**config.mk**
```make
export PLATFORM = sky130hd
export DESIGN_NAME = aafc_plane_eval
export DESIGN_NICKNAME = d
export VERILOG_FILES = /design/src/rtl/aafc_pkg.sv /design/src/rtl/aafc_plane_eval.sv
export SDC_FILE = /design/constraint.sdc
export NUM_CORES = 2
export LEC_CHECK = 0
export BUFFER_PORTS_ARGS = -buffer_cell sky130_fd_sc_hd__buf_2
export CAP_MARGIN = 0
export CORE_MARGIN = 1.5
export CORE_UTILIZATION = 60
export CTS_CLUSTER_SIZE = 24
export DETAILED_ROUTE_END_ITERATION = 16
export GPL_ROUTABILITY_DRIVEN = 0
export PLACE_DENSITY = 0.78
export SETUP_SLACK_MARGIN = 0.4
export SYNTH_ARGS = -nofsm -noshare
export SYNTH_HDL_FRONTEND = slang
export SYNTH_SLANG_ARGS = --single-unit
export TNS_END_PERCENT = 10
```
**constraint.sdc**
```tcl
create_clock -name clk -period 21.3 [get_ports clk]
set_input_delay 4.26 -clock clk [delete_from_list [all_inputs] [get_ports clk]]
set_output_delay 4.26 -clock clk [all_outputs]
set_load 0.05 [all_outputs]
```
**src/rtl/aafc_pkg.sv**
```systemverilog
// Shared types and constants of the frustum culling block.
package aafc_pkg;

    // Six planes, each with three Q1.14 normal components and a Q8.8 offset.
    localparam int PLANE_COUNT = 6;
    localparam int COMP_W      = 16;
    localparam int NORMAL_FRAC = 14;
    localparam int AXIS_COUNT  = 3;
    localparam int CFG_ADDR_W  = 3;
    localparam int CFG_DATA_W  = 64;
    localparam int M_TDATA_W   = 8;

    // Configuration register indexes.
    localparam logic [CFG_ADDR_W-1:0] REG_PLANE_RIGHT  = 3'd0;
    localparam logic [CFG_ADDR_W-1:0] REG_PLANE_LEFT   = 3'd1;
    localparam logic [CFG_ADDR_W-1:0] REG_PLANE_BOTTOM = 3'd2;
    localparam logic [CFG_ADDR_W-1:0] REG_PLANE_TOP    = 3'd3;
    localparam logic [CFG_ADDR_W-1:0] REG_PLANE_FAR    = 3'd4;
    localparam logic [CFG_ADDR_W-1:0] REG_PLANE_NEAR   = 3'd5;

    // Item kinds carried in tuser.
    localparam logic KIND_BOX   = 1'b0;
    localparam logic KIND_POINT = 1'b1;

    // One plane as written through the configuration port, a in the low bits.
    typedef struct packed {
        logic signed [COMP_W-1:0] d;
        logic signed [COMP_W-1:0] c;
        logic signed [COMP_W-1:0] b;
        logic signed [COMP_W-1:0] a;
    } plane_t;

endpackage

```
**src/rtl/aafc_plane_eval.sv**
```systemverilog
// Test of one item against one plane: corner select, products, sum and sign.
module aafc_plane_eval
    import aafc_pkg::*;
#(
    parameter int COORD_WIDTH = 16
)
(
    input  logic                          clk,
    input  logic                          load,
    input  logic                          kind,
    input  logic signed [COORD_WIDTH-1:0] lo [AXIS_COUNT],
    input  logic signed [COORD_WIDTH-1:0] hi [AXIS_COUNT],
    input  plane_t                        plane,
    output logic                          behind
);

    localparam int PROD_W = COORD_WIDTH + COMP_W;
    localparam int OFS_W  = COMP_W + NORMAL_FRAC;
    localparam int SUM_W  = ((PROD_W > OFS_W) ? PROD_W : OFS_W) + 2;

    logic signed [COMP_W-1:0]      nrm       [AXIS_COUNT];
    logic signed [COORD_WIDTH-1:0] sel       [AXIS_COUNT];
    logic signed [PROD_W-1:0]      prod_next [AXIS_COUNT];
    logic signed [PROD_W-1:0]      prod_reg  [AXIS_COUNT];
    logic signed [COMP_W-1:0]      ofs_reg;
    logic signed [SUM_W-1:0]       sum;

    assign nrm[0] = plane.a;
    assign nrm[1] = plane.b;
    assign nrm[2] = plane.c;

    // The corner farthest along the normal is the per-axis coordinate that
    // maximizes its product term, so one corner decides for the whole box.
    always_comb
    begin
        for (int k = 0; k < AXIS_COUNT; k++)
        begin
            if (kind == KIND_POINT)
            begin
                sel[k] = lo[k];
            end
            else if (!nrm[k][COMP_W-1])
            begin
                sel[k] = (hi[k] > lo[k]) ? hi[k] : lo[k];
            end
            else
            begin
                sel[k] = (hi[k] < lo[k]) ? hi[k] : lo[k];
            end
            prod_next[k] = PROD_W'(sel[k]) * PROD_W'(nrm[k]);
        end
    end

    // Product register between the multipliers and the adder.
    always_ff @(posedge clk)
    begin
        if (load)
        begin
            prod_reg <= prod_next;
            ofs_reg  <= plane.d;
        end
    end

    // Exact sum with 22 fraction bits; on or behind means at most zero.
    assign sum = SUM_W'(prod_reg[0]) + SUM_W'(prod_reg[1]) + SUM_W'(prod_reg[2])
               + (SUM_W'(ofs_reg) <<< NORMAL_FRAC);

    assign behind = sum[SUM_W-1] || (sum == '0);

endmodule

```
==> After elaboration in Yosys (flattened, before gate mapping) <==
Cells that the tools add are included.
{ "op_classes": {"shift": 0, "div_mod_pow": 0, "n_eq_ne": 0, "muxes": 12, "bitwise": 0, "magnitude_cmp": 6, "n_mul": 3, "addsub": 3, "n_reduce_logical": 2} }
{ "op_table": {"columns": ["operator", "n"], "rows": [
  ["$mux 16", 12],
  ["$mul 16x16->32", 3],
  ["$gt 16x16->1", 3],
  ["$lt 16x16->1", 3],
  ["$add 33x32->34", 1],
  ["$add 34x30->34", 1],
  ["$logic_not 34->1", 1],
  ["$add 32x32->33", 1],
  ["$logic_or 1x1->1", 1]
]} }
{ "totals": {"mem_count": 0, "in_bits": 163, "register_bits": 112, "latch_bits": 0, "rom_bits": 0, "ram_bits": 0, "elab_cells": 30} }

==> Logic depth before layout (Yosys ltp) <==
{ "logic_depth": {"ltp_word": 5, "mapped_depth": 39, "mapped_depth_nobuf": 37} }

==> Least setup slack after synthesis <==
No wires, ideal clock.
{ "synth_path": {"kind": "input-to-reg", "start": "input port lo[1] (netlist bit)", "end": "register prod_reg[30] (netlist bit), data pin", "setup_time_ns": 0.258, "t_required_ns": 21.042, "stages": 37, "path_slack_ns": 8.492, "arrival_time_ns": 12.550, "path_cell_list": "inv_1 ha_1 nor2b_1 o21a_1 o21a_1 o21a_1 o2111ai_1 a21oi_1 o41a_1 or3_1 a21oi_1 buf_2 mux2_2 buf_2 and2_1 fa_1 inv_1 fa_1 fa_1 fa_1 inv_1 fa_1 inv_1 fa_1 inv_1 ha_1 a21o_1 a21o_1 a21oi_1 nand2_1 a41oi_1 o21ai_0 nor4_1 nor2_1 a41o_1 a21oi_1 xnor2_1"} }
{ "synth_lines": {"columns": ["element", "line", "source"], "rows": [
  ["start: declaration", "aafc_plane_eval.sv:11", "input logic signed [COORD_WIDTH-1:0] lo [AXIS_COUNT],"],
  ["end signal: assignment", "aafc_plane_eval.sv:59", "prod_reg <= prod_next;"],
  ["end: declaration", "aafc_plane_eval.sv:24", "logic signed [PROD_W-1:0] prod_reg [AXIS_COUNT];"]
]} }

==> impl_metrics.py <==
metrics = {
    "status": {
        "status": "finished, final reports clean",
    },
    "detailed_routing": {
        "drtPass1Iterations": 5,
        "ant_nets_after_route": 0,
        "dr_total_vias": 26357,
        "total_detailed_routing_wirelength_microns": 83500,
        "drt-vias-per-instance": 5.46,
        "route.detailed.wl_per_inst_microns": 17.3,
        "detail_route.iter0.violations": 1832,
        "drcViolationCount": 0,
    },
    "synthesis": {
        "proportion_of_register_bits_with_asynchronous_set_or_reset_after_synthesis": 0,
        "yosys.area.top_type_share": 0.446,
        "top_area_cells_in_the_synthesized_netlist": "fa_1 45%, ha_1 11%, inv_1 9.9%",
        "avgSynthCellArea_sq_um": 9.59,
        "ys_seq_elements": 112,
        "synth_enable_flop_cells": 112,
        "netlist-cell-type-count": 71,
        "yosys_most_used_dff": "edfxtp_1",
        "yosysWarningCount": 0,
        "number_of_nets_in_the_synthesized_netlist": 5259,
        "postSynthCellCount": 3920,
        "synth_sequential_area_ratio": 0.0894,
        "synth_top_area_cell": "fa_1",
        "synth.cell_area_sq_um": 37600,
    },
    "cts": {
        "cts_htree_levels": 3,
        "cts_root_buf": "clkbuf_16",
        "clk_transition_reported_paths_ns": 0.08,
        "tritoncts": "done",
        "cts.path.max_buffers": 2,
        "clock_sinks": 112,
        "cts_setup_buffers": 0,
        "number_of_buffers_inserted_during_clock_tree_synthesis": 9,
        "cts_hold_buffers": 0,
        "post_cts_resize_count": 0,
    },
    "timing": {
        "report.final.hold_viol_count": 0,
        "rsz0062_at_grt": "no",
        "timing.final.setup_violations": 0,
        "tightest_slew_ns": 0.775,
        "final-max-slew-violation-count": 0,
        "clock.fmax_mhz": 75.3,
        "layout_worst_path_cycle_share": 0.624,
        "setup_total_negative_slack_ns": 0,
        "finalCriticalPeriod_ns": 13.28,
        "relSlewSlack": 0.470,
    },
    "worst_setup_path": {
        "delay_contributed_by_the_slowest_stage_of_the_critical_path_ns": 0.53,
        "worst_path_max_delay_cell": "fa_1",
        "required_ns": 21.41,
        "critPathMaxFanout": 16,
        "timing.setup.critical_path_class": "primary input to flip-flop",
        "critical_path.endpoint_type": "flip-flop",
        "crit_top_cell": "fa_1",
        "crit_path_start_kind": "primary input",
        "critical_path_at_ns": 13.40,
    },
    "cells_and_area": {
        "mostFrequentLayoutCell": "inv_1",
        "design.final.nets": 5327,
        "layout-drive-gt1-share": 0.0649,
        "largest_register_ff_count": 96,
        "flow.area_growth_from_synthesis_pct": 4.62,
        "final_cell_area_sq_um": 39300,
        "final.fill_count": 5047,
        "mostFrequentLayoutCells": "988 x inv_1, 838 x fa_1, 392 x nand2_1",
    },
    "place": {
        "dp_hpwl_microns": 70200,
        "placed_standard_cell_area_sq_um": 39000,
        "buffer_ports.inserted": 163,
    },
    "die": {
        "pin_count": 164,
        "fp.coreArea_sq_um": 61800,
        "std_cell_rows": 91,
        "die_width_microns": 253,
        "die-area_sq_um": 64200,
        "starting_density_of_the_core": 0.608,
        "fp.dieH_microns": 253,
    },
    "global_route": {
        "grt_max_degree": 58,
        "first_pass_grt_wire_length_microns": 142000,
        "antenna_violations_before_repair": 2,
        "globalRouteTotalUtil": 0.279,
        "global_route.overflow_total": 0,
        "via_count_of_the_first_global_routing_pass": 28595,
    },
    "hold_path": {
        "min_path_type": "primary input to flip-flop",
    },
    "job": {
        "cap_viol_max_count": 0,
    },
}
per-layer routing:
layer | part of all wire | vias to the layer above | wire (microns) | global-route usage
li1 | - | 11914 | - | -
met1 | 0.42 | 13384 | 34700 | 0.383
met2 | 0.49 | 887 | 40900 | 0.471
met3 | 0.062 | 172 | 5160 | 0.0285
met4 | 0.033 | 0 | 2740 | 0.0840
met5 | 0 | - | 0 | 0
path summary, 6_finish.rpt:
kind,slack (ns),end,depth (start not counted),start
worst max-delay path,8.02,prod_reg[25],37,lo[1]
worst min-delay path,4.08,ofs_reg[7],1,plane[55]
cell usage after synthesis, types with 4 or more instances:
library cell,count
mux2i_1,8
nor3_1,15
xnor2_1,101
o21a_1,19
a41oi_1,5
edfxtp_1,112
or3_1,5
nor2_1,89
a21o_1,55
nand2b_1,24
or2_2,8
nand2_1,392
xor2_1,27
mux2_2,48
o2111ai_1,5
nand4_1,22
and3_1,11
nand3_1,18
and2_1,351
o21ai_1,7
clkbuf_8,4
nand3b_1,5
o21bai_1,22
a31o_2,4
a21oi_1,115
nor2b_1,51
buf_2,12
ha_1,338
a21boi_0,5
clkbuf_1,93
a31oi_1,11
o21ai_0,43
fa_1,838
or2_1,9
inv_1,988
a211oi_1,6
cell families after synthesis:
| group | share of synthesized area |
|---|---|
| xor+xnor | 0.0298 |
| simple gates | 0.138 |
| compound gates | 0.0565 |
| mux | 0.0165 |
| fa+ha+maj | 0.559 |
| flops | 0.0894 |
| buf+inv | 0.112 |
worst max-delay path, delay by kind of cell:
family,cells,cell delay (ns)
muxes,1,0.50
AOI/OAI and AO/OA,17,3.62
adders and majority gates,8,3.58
and+or+nand+nor,3,0.71
xor gates and xnor gates,1,0.10
buffers and inverters,7,0.63
layout make-up:
class                      count  area (sq um)  share of cell area
antenna                        1          2.50           0.0000636
tap                          837          1050              0.0266
sequential                   112          3360              0.0855
inverter                     988          3710              0.0943
clock inverter                 7          80.1             0.00204
timing repair buffer         170           871              0.0221
clock buffer                   9           225             0.00572
multi-input combinational   2707         30000               0.764
through the flow:
step | cells | worst slack (ns) | hold slack [ns] | utilization
CTS | 4830 | 8.00 | 4.07 | 0.636
global route | 4831 | 7.47 | 4.07 | 0.636
detailed placement | 4814 | 7.70 | 4.44 | 0.631
global placement | 4814 | 7.93 | 4.44 | 0.631
floorplan | 3920 | 8.49 | 4.36 | -
finish | 4831 | 8.02 | 4.08 | 0.636
Power is left out: the tool's default activity adds up to more than one toggle a clock period on the data nets, which glitch-free logic cannot reach.
