### src/rtl/aafc_pkg.sv
// Shared types and constants of the frustum culling block.
package aafc_pkg;

    // Six planes, each with three Q1.14 normal components and a Q8.8 offset.
    localparam int PLANE_COUNT = 6;
    localparam int COMP_W      = 16;
    localparam int NORMAL_FRAC = 14;
    localparam int AXIS_COUNT  = 3;
    localparam int CFG_ADDR_W  = 3;
    localparam int CFG_DATA_W  = 64;
    localparam int M_TDATA_W   = 8;

    // Configuration register indexes.
    localparam logic [CFG_ADDR_W-1:0] REG_PLANE_RIGHT  = 3'd0;
    localparam logic [CFG_ADDR_W-1:0] REG_PLANE_LEFT   = 3'd1;
    localparam logic [CFG_ADDR_W-1:0] REG_PLANE_BOTTOM = 3'd2;
    localparam logic [CFG_ADDR_W-1:0] REG_PLANE_TOP    = 3'd3;
    localparam logic [CFG_ADDR_W-1:0] REG_PLANE_FAR    = 3'd4;
    localparam logic [CFG_ADDR_W-1:0] REG_PLANE_NEAR   = 3'd5;

    // Item kinds carried in tuser.
    localparam logic KIND_BOX   = 1'b0;
    localparam logic KIND_POINT = 1'b1;

    // One plane as written through the configuration port, a in the low bits.
    typedef struct packed {
        logic signed [COMP_W-1:0] d;
        logic signed [COMP_W-1:0] c;
        logic signed [COMP_W-1:0] b;
        logic signed [COMP_W-1:0] a;
    } plane_t;

endpackage

### src/rtl/aafc_cfg_regs.sv
// Plane register file written through the configuration port.
module aafc_cfg_regs
    import aafc_pkg::*;
(
    input  logic                  clk,
    input  logic                  rst_n,
    input  logic                  cfg_we,
    input  logic [CFG_ADDR_W-1:0] cfg_addr,
    input  logic [CFG_DATA_W-1:0] cfg_wdata,
    output plane_t                plane [PLANE_COUNT]
);

    plane_t plane_reg [PLANE_COUNT];

    // Writes to indexes past the last plane are dropped.
    always_ff @(posedge clk or negedge rst_n)
    begin
        if (!rst_n)
        begin
            for (int i = 0; i < PLANE_COUNT; i++)
            begin
                plane_reg[i] <= '0;
            end
        end
        else if (cfg_we && (cfg_addr <= REG_PLANE_NEAR))
        begin
            plane_reg[cfg_addr] <= plane_t'(cfg_wdata);
        end
    end

    assign plane = plane_reg;

endmodule

### config.mk
export PLATFORM = sky130hd
export DESIGN_NAME = aafc_cfg_regs
export DESIGN_NICKNAME = d
export VERILOG_FILES = /design/src/rtl/aafc_pkg.sv /design/src/rtl/aafc_cfg_regs.sv
export SDC_FILE = /design/constraint.sdc
export NUM_CORES = 1
export LEC_CHECK = 0
export ABC_AREA = 1
export BUFFER_PORTS_ARGS = -buffer_cell sky130_fd_sc_hd__buf_2
export CAP_MARGIN = 20
export CORE_AREA = 2 2 178 180
export DETAILED_ROUTE_END_ITERATION = 6
export DIE_AREA = 0 0 180 182
export GPL_TIMING_DRIVEN = 0
export PLACE_DENSITY = 0.77
export SETUP_SLACK_MARGIN = 0.1
export SLEW_MARGIN = 15
export SYNTH_ARGS = -nofsm -noshare
export SYNTH_HDL_FRONTEND = slang
export SYNTH_SLANG_ARGS = --single-unit
### constraint.sdc
create_clock -name clk -period 0.92 [get_ports clk]
set_input_delay 0.138 -clock clk [delete_from_list [all_inputs] [get_ports clk]]
set_output_delay 0.138 -clock clk [all_outputs]
set_load 0.1 [all_outputs]
# == Word level (Yosys, flattened, before mapping) ==
# Cells that the tools add are included.
# op_classes
n_bitwise,1
n_mux,3
n_reduce_logical,2
order_cmp,3
# op_table
op,n
bitwise mux 384 bit,1
demux 64 bit (select 3 bit),1
two-way mux 64 bit,1
>= comparator 4 bit (second input constant),1
< comparator 4 x 1 -> 1 bit (second input constant),1
NOT 3 -> 4 bit,1
<= comparator 3 bit (second input constant),1
logical AND 1 bit,2
# word_totals
register_bits,384
wordCells,33
out_inout_bits,384
in_bits,70

# == Logic depth before layout (Yosys ltp) ==
# Gate-level depths: netlist of run 1.
# depth
word_depth,6
mapped_depth,6
ltp_nobuf,5

# == Worst setup path before layout of run 1 ==
# No wires, ideal clock.
# synth_path
path_kind,reg2reg
from,register plane_reg (netlist bit plane[0])
to,register plane_reg (netlist bit plane[0])
path_slack_ns,-0.236
required_ns,0.852
t_arrival_ns,1.088
path_stages_with_launch,3
path_cell_list,dfrtp_1 -> nand2_1 -> nand2_1
# synth_between
elab_chain_cells,1
# synth_rtl
item,line_no,rtl
from (decl),aafc_cfg_regs.sv:13,plane_t plane_reg [PLANE_COUNT];
"from (signal, indexed assignment)",aafc_cfg_regs.sv:27,plane_reg[cfg_addr] <= plane_t'(cfg_wdata);
bitwise mux 384 bit,aafc_cfg_regs.sv:27,
# Every way passes these cells.
# A chain may end at the register's enable or synchronous reset.

# == Worst setup path in the final report of run 1 ==
# layout_path
from,register plane_reg (netlist bit plane[209])
to,output plane[209] (netlist name)
# layout_lines
item,line_no,rtl
to (decl),aafc_cfg_regs.sv:10,output plane_t plane [PLANE_COUNT]
# No word-level cell between the ends.

==> results of run 1 <==
where the power goes:
| part | switching, mW | total [mW] | internal, mW |
|---|---|---|---|
| registers | 4.75 | 26.9 | 22.2 |
| logic | 32.1 | 47.3 | 15.2 |
| clock network | 7.83 | 17.3 | 9.46 |
| total | 44.7 | 91.5 | 46.8 |
kinds of logic after synthesis:
kind of cell,Yosys count,share of synthesized area [%]
AND/OR/NAND/NOR,1167,31.72
flip-flops,384,64.73
buffers and inverters,108,3.549
cells in the mapped netlist (all sizes together):
| master | number | share of area (%) |
|---|---|---|
| nor2 | 6 | 0.20 |
| buf | 85 | 3.0 |
| clkbuf | 19 | 0.48 |
| dfrtp | 384 | 65 |
| nand2 | 905 | 23 |
| nand3 | 256 | 8.6 |
| inv | 4 | 0.10 |
how the worst min path moves through the flow:
stage                     slack (ns)  depth (start not counted)                endpoint
after floorplan                -0.16                          0    plane[0]$_DFFE_PN0P_
after global placement          0.44                          3   plane[63]$_DFFE_PN0P_
after global routing           -0.44                          1  plane[194]$_DFFE_PN0P_
after detailed placement        0.19                          1  plane[133]$_DFFE_PN0P_
after CTS                      -0.43                          1  plane[193]$_DFFE_PN0P_
final                          -0.49                          1  plane[128]$_DFFE_PN0P_
routing by layer:
layer | up-vias | share of wire [%]
li1 | 6510 | -
met1 | 8780 | 30
met2 | 2207 | 43
met3 | 909 | 14
met4 | 4 | 12
met5 | - | 0.025
what timing repair did:
action                                 in CTS  in global routing
gates cloned                                2                  9
gates resized for setup                  1571                329
buffers inserted                           29                 56
setup endpoints to repair                 674                786
pin swaps                                   5                 37
endpoints found under the hold margin     515                 87
cells in the final DEF, fill, tap and decap left out:
cell type	instances
clkbuf_8	17
buf_12	390
inv_8	1
diode_2	9
bufbuf_16	2
nand2_4	45
clkinv_4	2
dfrtp_2	1
clkbuf_4	17
clkbuf_16	49
clkbuf_1	6
nor2_4	6
bufinv_16	2
nand2_2	68
nand2_8	4
buf_6	82
buf_4	39
nand3_2	1
buf_8	10
dfrtp_4	383
clkbuf_2	1
buf_2	85
inv_4	1
nand3_1	255
dlygate4sd3_1	64
nand2_1	789
buf_16	4
clkinv_2	7
clkinvlp_4	1
inv_2	2
area by class of cell:
type / instances / area share (%)
Antenna cell: 9 / 0.07746
Timing Repair Buffer: 606 / 34.03
Multi-Input combinational cell: 1168 / 18.32
Clock inverter: 12 / 0.4131
Clock buffer: 56 / 4.032
Inverter: 4 / 0.08606
Sequential cell: 384 / 38.00
Tap cell: 402 / 1.730
Buffer: 104 / 3.313
==> summary.md, run 1 <==
| Metric | Value |
|---|---|
| Status | finished with violations |
| Failing checks | DRC, hold timing, setup timing |
| Slew Viols, Final | 0 |
| Area added between synthesis and finish | 95.88% |
| Chip width | 180 um |
| Met2 Track Usage GR | 75.36% |
| Post-Synthesis Cells | 1659 |
| Hold Path Class | input port to asynchronous set/reset pin |
| Reg2reg path depth | 2 |
| Final WL | 93.13 mm |
| PwrDens | 3148 mW/mm^2 |
| Final number of hold-violating endpoints | 131 |
| Crit. Startpoint | plane[209]$_DFFE_PN0P_ |
| First-pass GRT wire length | 114.4 mm |
| CP endpoint | plane[209] |
| Setup TNS | -168.51 ns |
| Ratio of final minimum period to clock period | 157.9% |
| Slowest cell delay on critical path | 0.56 ns |
| Critical Path RT | 0.78 ns |
| CTS Root Cell | clkbuf_16 |
| Final net count | 2378 |
| Met3 GRT Util | 14.84% |
| Register Area | 0.01105 mm^2 |
| Die Span Y | 182 um |
| Port bufs | 453 |
| Finished Layout Cells | 2745 |
| Max FFs per register | 384 |
| Fin crit period | 1.453 ns |
| Antenna-violating nets left | 0 |
| Row Count | 65 |
| # IOs | 454 |
| Top cell family by delay on the critical path | flip-flops |
| CTS sink count | 384 |
| Critical path capture point type | output port |
| Fillers | 770 |
| Worst setup path class | flop to output port |
| R2R Setup Slk | -0.10 ns |
| Post-CTS Hold Buffers | 64 |
| Seq cells post-synth | 384 |
| DRC | 7 |
| Wirelength per Cell | 33.93 um |
| Placed instance area | 0.01940 mm^2 |
| Worst slack, placed | -0.7452 ns |
| H-tree levels | 2 |
| Unique masters post-synth | 9 |
| Crit path DAT | 1.32 ns |
| LEAKAGE | 13.51 nW |
| Mean Syn Cell Area | 8.948 um^2 |
| Max Root-Sink Buffers | 3 |
| Hold slack | -0.4850 ns |
| Pin count of the biggest net entering global routing | 107 |
| Fin util | 93.84% |
| DR iter-0 viols | 2579 |
| Clock transition at path regs | 0.08 ns |
| Synthesized cell area | 0.01484 mm^2 |
| Post-synthesis sequential area ratio | 64.73% |
| Core box area | 0.03099 mm^2 |
| Hpwl dp | 35.81 mm |
| Design area | 0.02908 mm^2 |
| Initial Utilization | 47.91% |
| Via count | 18410 |
| Max_slew headroom | 60.78% |
| Vias in the first global route | 17740 |
| Max-cap violations | 0 |
| Initial DRT Pass Iterations | 7 |
| RR Startpoint | plane[298]$_DFFE_PN0P_ |
| GR peak layer | met2 |
| RSZ-0062 raised after global routing | yes |
| Met1 usage | 52.10% |
| Power Total | 91.53 mW |
| DR vias/cell | 6.707 |
| Syn Nets | 1729 |
| Clock latency at the later pin of the worst-skew pair | 0.52 ns |
| Buf/Inv on CP | 1 |
| Slowest library cell on the worst path | dfrtp_4 |
| Startpoint types | flop |
| GR Util All Layers | 46.68% |
| Share of layout cells above drive strength 1 | 52.27% |
| Critical path depth | 1 |
| Worst setup margin | -0.5330 ns |
| Crit Path Max Fanout | 2 |
| Area of the multi-input gates | 0.005328 mm^2 |
| Max Clock Skew | 0 ns |
| CTS tree | done |
| Final setup fails | 405 |
| Peak supply drop | 2.266 mV |
| Worst R2R End | plane[298]$_DFFE_PN0P_ |
| Synth warnings | 0 |
| Num CTS Buffers | 40 |
| GP Congestion | 0.8629 |
| # placed instances | 2517 |
| Crit path cell chain | buf_12 |
| Antenna violations before repair | 11 |
| FMAX | 688.2 MHz |
| GRT overflow | 0 |
| Worst slew pin tran | 0.5884 ns |
| Die area | 0.03276 mm^2 |
Power figures use the tool's default switching activity.
==> run 2, diff against run 1 <==
--- a/config.mk
+++ b/config.mk
@@ -5,12 +5,11 @@
 export SDC_FILE = /design/constraint.sdc
 export NUM_CORES = 1
 export LEC_CHECK = 0
-export ABC_AREA = 1
 export BUFFER_PORTS_ARGS = -buffer_cell sky130_fd_sc_hd__buf_2
 export CAP_MARGIN = 20
-export CORE_AREA = 2 2 178 180
+export CORE_AREA = 2 2 175 177
 export DETAILED_ROUTE_END_ITERATION = 6
-export DIE_AREA = 0 0 180 182
+export DIE_AREA = 0 0 177 179
 export GPL_TIMING_DRIVEN = 0
 export PLACE_DENSITY = 0.77
 export SETUP_SLACK_MARGIN = 0.1
==> run 2 against run 1 <==
  * The flow now stops in clock tree synthesis
  * Synthesized cell count is 51% lower
  * Area after synthesis is 3.1% lower
==> summary.md, run 2 <==
| Metric | Value |
|---|---|
| Halt point of the flow | clock tree synthesis |
| Mean Syn Cell Area | 17.62 um^2 (+97%) |
| Max Root-Sink Buffers | 3 (unchanged) |
| Synth top area share | 66.83% (+2.1 points) |
| Err | [ERROR DPL-0033] detailed placement checks failed during check placement. |
| Area contributors post-synth | dfrtp_1 (67%), mux2_2 (30%), buf_6 (2.1%) |
| Chip width | 177 um (-1.7%) |
| Post-Synthesis Cells | 816 (-51%) |
| # IOs | 454 (unchanged) |
| Syn Nets | 886 (-49%) |
| Synth warnings | 0 (unchanged) |
| Post-CTS Hold Buffers | 62 (-3.1%) |
| Port bufs | 453 (unchanged) |
| Status | stopped before the end |
| Most numerous cell in the Yosys netlist | dfrtp_1 |
| Post_cts resized | 1486 (-5.4%) |
| Synth Area in Adders | 0% (unchanged) |
| Synth top cells by count | dfrtp_1 (384), mux2_2 (379), buf_6 (27) |
| CTS Root Cell | clkbuf_16 |
| Simple-gate share of the synthesized area | 0.4438% (-31 points) |
| Area leader, netlist | dfrtp_1 |
| Row Count | 64 (-1.5%) |
| Main combinational cell family by area after synthesis | multiplexers |
| Prevailing post-synth register cell | dfrtp_1 |
| Post-Synth XOR/XNOR Area | 0% (unchanged) |
| Seq cells post-synth | 384 (unchanged) |
| GP Congestion | 0.7907 (-8.4%) |
| Unique masters post-synth | 9 (unchanged) |
| Num CTS Buffers | 41 (+2.5%) |
| H-tree levels | 2 (unchanged) |
| Postcts setup bufs | 117 (+300%) |
| Synthesized cell area | 0.01438 mm^2 (-3.1%) |
| CTS sink count | 384 (unchanged) |
| Post-synthesis sequential area ratio | 66.83% (+2.1 points) |
| Die Span Y | 179 um (-1.6%) |
| Initial Utilization | 47.88% (about the same) |
| Post-synth EDFFs | 0 (unchanged) |
| Fraction of registers with async set/reset | 100.0% (unchanged) |
| Mux share of post-synthesis cell area | 30.07% (+30 points) |
| Hpwl dp | 27.62 mm (-23%) |
| Compound-cell area share of the yosys netlist | 0% (unchanged) |
-- run 2: cell types whose count changed after synthesis, sizes merged --
cell    change
and4bb      +3
nor2        -6
nand2     -905
buf        -43
nand3     -256
inv         -4
nor4b       +1
mux2      +384
nand4b      +2
clkbuf     -19
-- run 2: per-stage QoR --
stage / util, % / hold slack, ns / instances / setup WS, ns / instance area [um^2]
after global placement: 65.09 / 0.4471 / 1665 / -8.940 / 19550
after detailed placement: 65.40 / 0.1973 / 1668 / -0.7896 / 19640
after floorplan: - / -0.1576 / 816 / -0.2896 / 16780
-- run 2: kinds of logic after synthesis --
family                 after synthesis
buffers and inverters               42
flip-flops                         384
multiplexers                       384
AND/OR/NAND/NOR                      6
==> run 3, diff against run 2 <==
--- a/config.mk
+++ b/config.mk
@@ -7,12 +7,11 @@
 export LEC_CHECK = 0
 export BUFFER_PORTS_ARGS = -buffer_cell sky130_fd_sc_hd__buf_2
 export CAP_MARGIN = 20
-export CORE_AREA = 2 2 175 177
+export CORE_MARGIN = 2
+export CORE_UTILIZATION = 37
 export DETAILED_ROUTE_END_ITERATION = 6
-export DIE_AREA = 0 0 177 179
 export GPL_TIMING_DRIVEN = 0
-export PLACE_DENSITY = 0.77
-export SETUP_SLACK_MARGIN = 0.1
+export PLACE_DENSITY_LB_ADDON = 0.15
 export SLEW_MARGIN = 15
 export SYNTH_ARGS = -nofsm -noshare
 export SYNTH_HDL_FRONTEND = slang
==> run 3 against run 2 <==
  * The flow now finishes, with violations (hold timing, setup timing)
  * Area after synthesis unchanged
  * Synthesized cell count unchanged
==> summary.md, run 3 <==
| Metric | Value |
|---|---|
| Status | finished with violations |
| Failing checks | hold timing, setup timing |
| Wirelength per Cell | 25.93 um |
| Slew Viols, Final | 0 |
| Synth top cells by count | dfrtp_1 (384), mux2_2 (379), buf_6 (27) |
| Critical Path RT | 0.78 ns |
| Final net count | 1580 |
| Max-cap violations | 0 |
| Worst slack, placed | -0.9693 ns (-0.1797 ns) |
| Pin count of the biggest net entering global routing | 70 |
| Slowest cell delay on critical path | 0.51 ns |
| Initial DRT Pass Iterations | 4 |
| CTS Root Cell | clkbuf_16 |
| Highest-count cells in the layout ignoring fill and taps | buf_12 (390), mux2_4 (353), dfrtp_2 (240) |
| Startpoint types | flop |
| Via count | 10090 |
| Finished Layout Cells | 2058 |
| FMAX | 722.0 MHz |
| Hold slack | -0.5354 ns |
| Slowest library cell on the worst path | dfrtp_4 |
| Power Total | 98.87 mW |
| DRC | 0 |
| Crit path DAT | 1.25 ns |
| Share of layout cells above drive strength 1 | 95.19% |
| Peak supply drop | 2.135 mV |
| Post-CTS Hold Buffers | 64 (+3.2%) |
| Antenna violations before repair | 0 |
| RR Startpoint | plane[296]$_DFFE_PN0P_ |
| First-pass GRT wire length | 74.26 mm |
| Worst setup path class | flop to output port |
| Row Count | 72 (+13%) |
| Final WL | 53.37 mm |
| GR Util All Layers | 24.03% |
| Synth top area share | 66.83% (unchanged) |
| Crit path cell chain | buf_12 |
| Post-synthesis sequential area ratio | 66.83% (unchanged) |
| Hpwl dp | 28.01 mm (+1.4%) |
| Die area | 0.04046 mm^2 |
| CTS sink count | 384 (unchanged) |
| Core box area | 0.03847 mm^2 |
| Max Root-Sink Buffers | 3 (unchanged) |
| Crit Path Max Fanout | 2 |
| Vias in the first global route | 11010 |
| GP Congestion | 0.7730 (-2.2%) |
| Most numerous cell in the Yosys netlist | dfrtp_1 |
| DR iter-0 viols | 390 |
| Initial Utilization | 37.38% (-11 points) |
| Final number of hold-violating endpoints | 183 |
| Area added between synthesis and finish | 102.2% |
| Post-Synthesis Cells | 816 (unchanged) |
| RSZ-0062 raised after global routing | yes |
| Clock transition at path regs | 0.06 ns |
| Seq cells post-synth | 384 (unchanged) |
| Mean Syn Cell Area | 17.62 um^2 (unchanged) |
| Area leader, netlist | dfrtp_1 |
| Commonest non-fill, non-tap cell in the layout | buf_12 |
| Port bufs | 453 (unchanged) |
| Hold Path Class | input port to asynchronous set/reset pin |
| Synth warnings | 0 (unchanged) |
| Antenna fix cells | 0 |
| Area contributors post-synth | dfrtp_1 (67%), mux2_2 (30%), buf_6 (2.1%) |
| Fin crit period | 1.385 ns |
| # placed instances | 1791 (+7.4%) |
| Post-synth EDFFs | 0 (unchanged) |
| GRT overflow | 0 |
| Clock latency at the later pin of the worst-skew pair | 0.56 ns |
| Max_slew headroom | 71.68% |
| Syn Nets | 886 (unchanged) |
| Final setup fails | 482 |
| Num CTS Buffers | 42 (+2.4%) |
| Critical path capture point type | output port |
| Ratio of final minimum period to clock period | 150.6% |
| DR vias/cell | 4.900 |
| CTS tree | done |
| Reg2reg path depth | 3 |
| Worst R2R End | plane[296]$_DFFE_PN0P_ |
| LEAKAGE | 12.98 nW |
| Chip width | 201.1 um (+14%) |
| Top cell family by delay on the critical path | flip-flops |
| # IOs | 454 (unchanged) |
| Max Clock Skew | 0 ns |
| Fraction of registers with async set/reset | 100.0% (unchanged) |
| H-tree levels | 2 (unchanged) |
| Die Span Y | 201.1 um (+12%) |
| Max FFs per register | 384 |
| Antenna-violating nets left | 0 |
| Buf/Inv on CP | 1 |
| Worst setup margin | -0.4651 ns |
| R2R Setup Slk | -0.13 ns |
| Prevailing post-synth register cell | dfrtp_1 |
| Synthesized cell area | 0.01438 mm^2 (unchanged) |
| Unique masters post-synth | 9 (unchanged) |
| Worst slew pin tran | 0.4247 ns |
| PwrDens | 3400 mW/mm^2 |
## run 3: cell counts after synthesis
Identical to the previous run, type by type.
## run 3: where the power goes
| part | switching (mW) | internal, mW |
|---|---|---|
| sequential | 4.75 | 22.0 |
| clock | 7.06 | 10.4 |
| combinational | 33.4 | 21.2 |
## run 3: cell type report
| type | count | area [um^2] |
|---|---|---|
| Clock buffer | 61 | 1266 |
| Multi-Input combinational cell | 390 | 5728 |
| Fill cell | 1965 | 9387 |
| Buffer | 42 | 656.9 |
| Timing Repair Buffer | 650 | 10190 |
| Sequential cell | 384 | 10450 |
| Tap cell | 518 | 648.1 |
| Clock inverter | 13 | 143.9 |
## run 3: cells by family after synthesis
logic type	Yosys count	synth area share, %
buffers and inverters	42	2.654
DFF	384	66.83
muxes	384	30.07
and+or+nand+nor	6	0.4438
## run 3: worst max path at each step
| stage | startpoint | end | slack (ns) | depth (start not counted) |
|---|---|---|---|---|
| after floorplan | cfg_addr[2] | plane[320]$_DFFE_PN0P_ | -0.29 | 4 |
| final | plane[166]$_DFFE_PN0P_ | plane[166] | -0.47 | 1 |
| after detailed placement | rst_n | plane[166]$_DFFE_PN0P_ | -0.97 | 4 |
| after global placement | rst_n | plane[161]$_DFFE_PN0P_ | -9.40 | 1 |
| after global routing | plane[0]$_DFFE_PN0P_ | plane[0] | -0.49 | 1 |
| after CTS | plane[383]$_DFFE_PN0P_ | plane[383] | -0.49 | 1 |
## run 3: metal layers
metal / vias up / track usage, % / part of all wire [%] / routed length [um]
li1: 4249 / - / - / -
met1: 5358 / 30.66 / 40 / 21470
met2: 392 / 39.09 / 49 / 26410
met3: 86 / 7.094 / 7.2 / 3861
met4: 0 / 8.439 / 3.1 / 1634
met5: - / 0 / 0 / 0
## run 3: metrics by stage
step	util (%)	setup TNS, ns	cell area [um^2]
6_report	75.60	-158.03	29080
3_3_place_gp	51.21	-3618.41	19700
5_1_grt	75.60	-170.63	29080
3_5_place_dp	51.52	-323.98	19820
2_1_floorplan	-	-75.92	16780
4_1_cts	71.58	-166.82	27540
## run 3: what timing repair did
action	CTS	global route
setup buffers	56	67
pin swaps	0	1
gates cloned	2	7
endpoints found under the setup margin	489	571
resized for setup	1404	214
hold endpoints to repair	560	176
==> run 4, diff against run 3 <==
--- a/config.mk
+++ b/config.mk
@@ -12,6 +12,7 @@
 export DETAILED_ROUTE_END_ITERATION = 6
 export GPL_TIMING_DRIVEN = 0
 export PLACE_DENSITY_LB_ADDON = 0.15
+export SETUP_SLACK_MARGIN = 0.4
 export SLEW_MARGIN = 15
 export SYNTH_ARGS = -nofsm -noshare
 export SYNTH_HDL_FRONTEND = slang
==> run 4 against run 3 <==
  * The run still ends with hold timing, setup timing left
  * Sequential share of layout area rose by 2.1 points
  * Sequential cell count did not move
  * Combinational power barely moved
  * Critical endpoint is now plane[230]
==> summary.md, run 4 (synthesis gave the netlist of run 3 again) <==
| Metric | Value |
|---|---|
| FMAX | 719.5 MHz (-0.35%) |
| Max Root-Sink Buffers | 3 (unchanged) |
| Final setup fails | 498 (+3.3%) |
| Fillers | 1924 (-2.1%) |
| Failing checks | hold timing, setup timing |
| # IOs | 454 (unchanged) |
| Final net count | 1498 (-5.2%) |
| DR vias/cell | 4.946 (+0.94%) |
| Clock transition at path regs | 0.07 ns (about the same) |
| Startpoint types | flop |
| CTS tree | done |
| GP Congestion | 0.7573 (-2.0%) |
| Chip width | 201.1 um (unchanged) |
| Ratio of final minimum period to clock period | 151.1% (+0.52 points) |
| Area added between synthesis and finish | 101.9% |
| Hold slack | -0.5746 ns (-0.03915 ns) |
| GRT overflow | 0 (unchanged) |
| Wirelength per Cell | 26.57 um (+2.4%) |
| Port bufs | 453 (unchanged) |
| H-tree levels | 2 (unchanged) |
| PwrDens | 3428 mW/mm^2 (+0.83%) |
| Crit path cell chain | buf_12 |
| GR Util All Layers | 22.37% (-1.7 points) |
| Slew Viols, Final | 0 (unchanged) |
| Crit path DAT | 1.25 ns (about the same) |
| RR Startpoint | plane[296]$_DFFE_PN0P_ |
| Die Span Y | 201.1 um (unchanged) |
| Worst setup path class | flop to output port |
| Crit Path Max Fanout | 2 (unchanged) |
| Slowest cell delay on critical path | 0.50 ns (about the same) |
| Commonest non-fill, non-tap cell in the layout | buf_12 |
| Antenna-violating nets left | 0 (unchanged) |
| Via count | 9799 (-2.8%) |
| Num CTS Buffers | 43 (+2.4%) |
| DRC | 0 (unchanged) |
| Final number of hold-violating endpoints | 586 (+220%) |
| Power Total | 99.53 mW (+0.67%) |
| Buf/Inv on CP | 1 (unchanged) |
| RSZ-0062 raised after global routing | yes |
| Critical Path RT | 0.78 ns (about the same) |
| Row Count | 72 (unchanged) |
| Peak supply drop | 2.456 mV (+15%) |
| Max FFs per register | 384 (unchanged) |
| CTS Root Cell | clkbuf_16 |
| Reg2reg path depth | 3 (unchanged) |
| Pin count of the biggest net entering global routing | 98 (+40%) |
| Slowest library cell on the worst path | dfrtp_4 |
| Max Clock Skew | 0 ns (unchanged) |
| Top cell family by delay on the critical path | flip-flops |
| Max_slew headroom | 64.07% (-7.6 points) |
| Critical path capture point type | output port |
| Core box area | 0.03847 mm^2 (unchanged) |
| DR iter-0 viols | 360 (-7.7%) |
| Worst slew pin tran | 0.5389 ns (+0.1142 ns) |
| Finished Layout Cells | 1981 (-3.7%) |
| Critical path depth | 1 (unchanged) |
| Share of layout cells above drive strength 1 | 99.25% (+4.1 points) |
| Clock latency at the later pin of the worst-skew pair | 0.56 ns (about the same) |
| Max-cap violations | 0 (unchanged) |
| Fin crit period | 1.390 ns (+0.004804 ns) |
| Hold Path Class | input port to asynchronous set/reset pin |
| Final WL | 52.63 mm (-1.4%) |
| Highest-count cells in the layout ignoring fill and taps | buf_12 (401), dfrtp_4 (384), mux2_4 (366) |
| CTS sink count | 384 (unchanged) |
| Worst setup margin | -0.4699 ns (-0.004804 ns) |
| Status | finished with violations |
| Antenna violations before repair | 4 (+4) |
| Hpwl dp | 28.50 mm (+1.7%) |
| First-pass GRT wire length | 69.28 mm (-6.7%) |
| Die area | 0.04046 mm^2 (unchanged) |
| Crit. Startpoint | plane[230]$_DFFE_PN0P_ |
| Initial Utilization | 37.38% (unchanged) |
| Vias in the first global route | 10310 (-6.3%) |
| Initial DRT Pass Iterations | 4 (unchanged) |
| # placed instances | 1791 (unchanged) |
| LEAKAGE | 12.70 nW (-2.2%) |
==> run 4: per-stage QoR <==
step / TNS [ns] / util [%] / cell area (um^2) / setup slack (ns)
after CTS: -182.29 / 67.63 / 26010 / -0.4887
final: -179.18 / 75.48 / 29030 / -0.4699
after floorplan: -75.60 / - / 17380 / -0.2882
after detailed placement: -262.13 / 53.08 / 20420 / -0.6052
after global routing: -192.51 / 75.47 / 29030 / -0.4939
after global placement: -3812.02 / 52.77 / 20300 / -9.463
==> run 4: per-layer routing <==
metal | GRT usage [%] | vias to the layer above | wire [um]
met3 | 7.289 | 74 | 3923
met5 | 0 | - | 27
met2 | 36.34 | 425 | 26370
met1 | 28.65 | 5210 | 21000
li1 | - | 4086 | -
met4 | 6.587 | 4 | 1305
==> run 4: layout make-up <==
cell class | instances | area, um^2 | share of cell area, %
clock buffer | 68 | 1353 | 4.658
multi-input combinational | 390 | 5777 | 19.90
sequential | 384 | 11050 | 38.06
tap | 518 | 648.1 | 2.232
antenna | 2 | 5.005 | 0.01724
timing repair buffer | 567 | 9453 | 32.56
clock inverter | 10 | 56.30 | 0.1939
buffer | 42 | 691.9 | 2.383
==> run 4: power breakdown <==
group          internal (mW)  switching, mW  total (mW)
sequential              23.1           4.78        27.9
clock                   10.1           7.26        17.3
combinational           21.0           33.3        54.3
==> run 4: path summary, 6_finish.rpt <==
path	slack, ns	to
max	-0.47	plane[230]
min	-0.57	plane[169]$_DFFE_PN0P_
max reg2reg	-0.18	plane[296]$_DFFE_PN0P_
min reg2reg	0.59	plane[54]$_DFFE_PN0P_
max in group asynchronous	0.20	plane[265]$_DFFE_PN0P_
min in group clk	-0.10	plane[106]$_DFFE_PN0P_
==> run 4: timing repair <==
action	CTS	global route
setup endpoints to repair	947	947
hold endpoints to repair	589	589
pin swaps	0	1
cloned	0	8
buffers inserted	12	90
gates resized for setup	1155	510
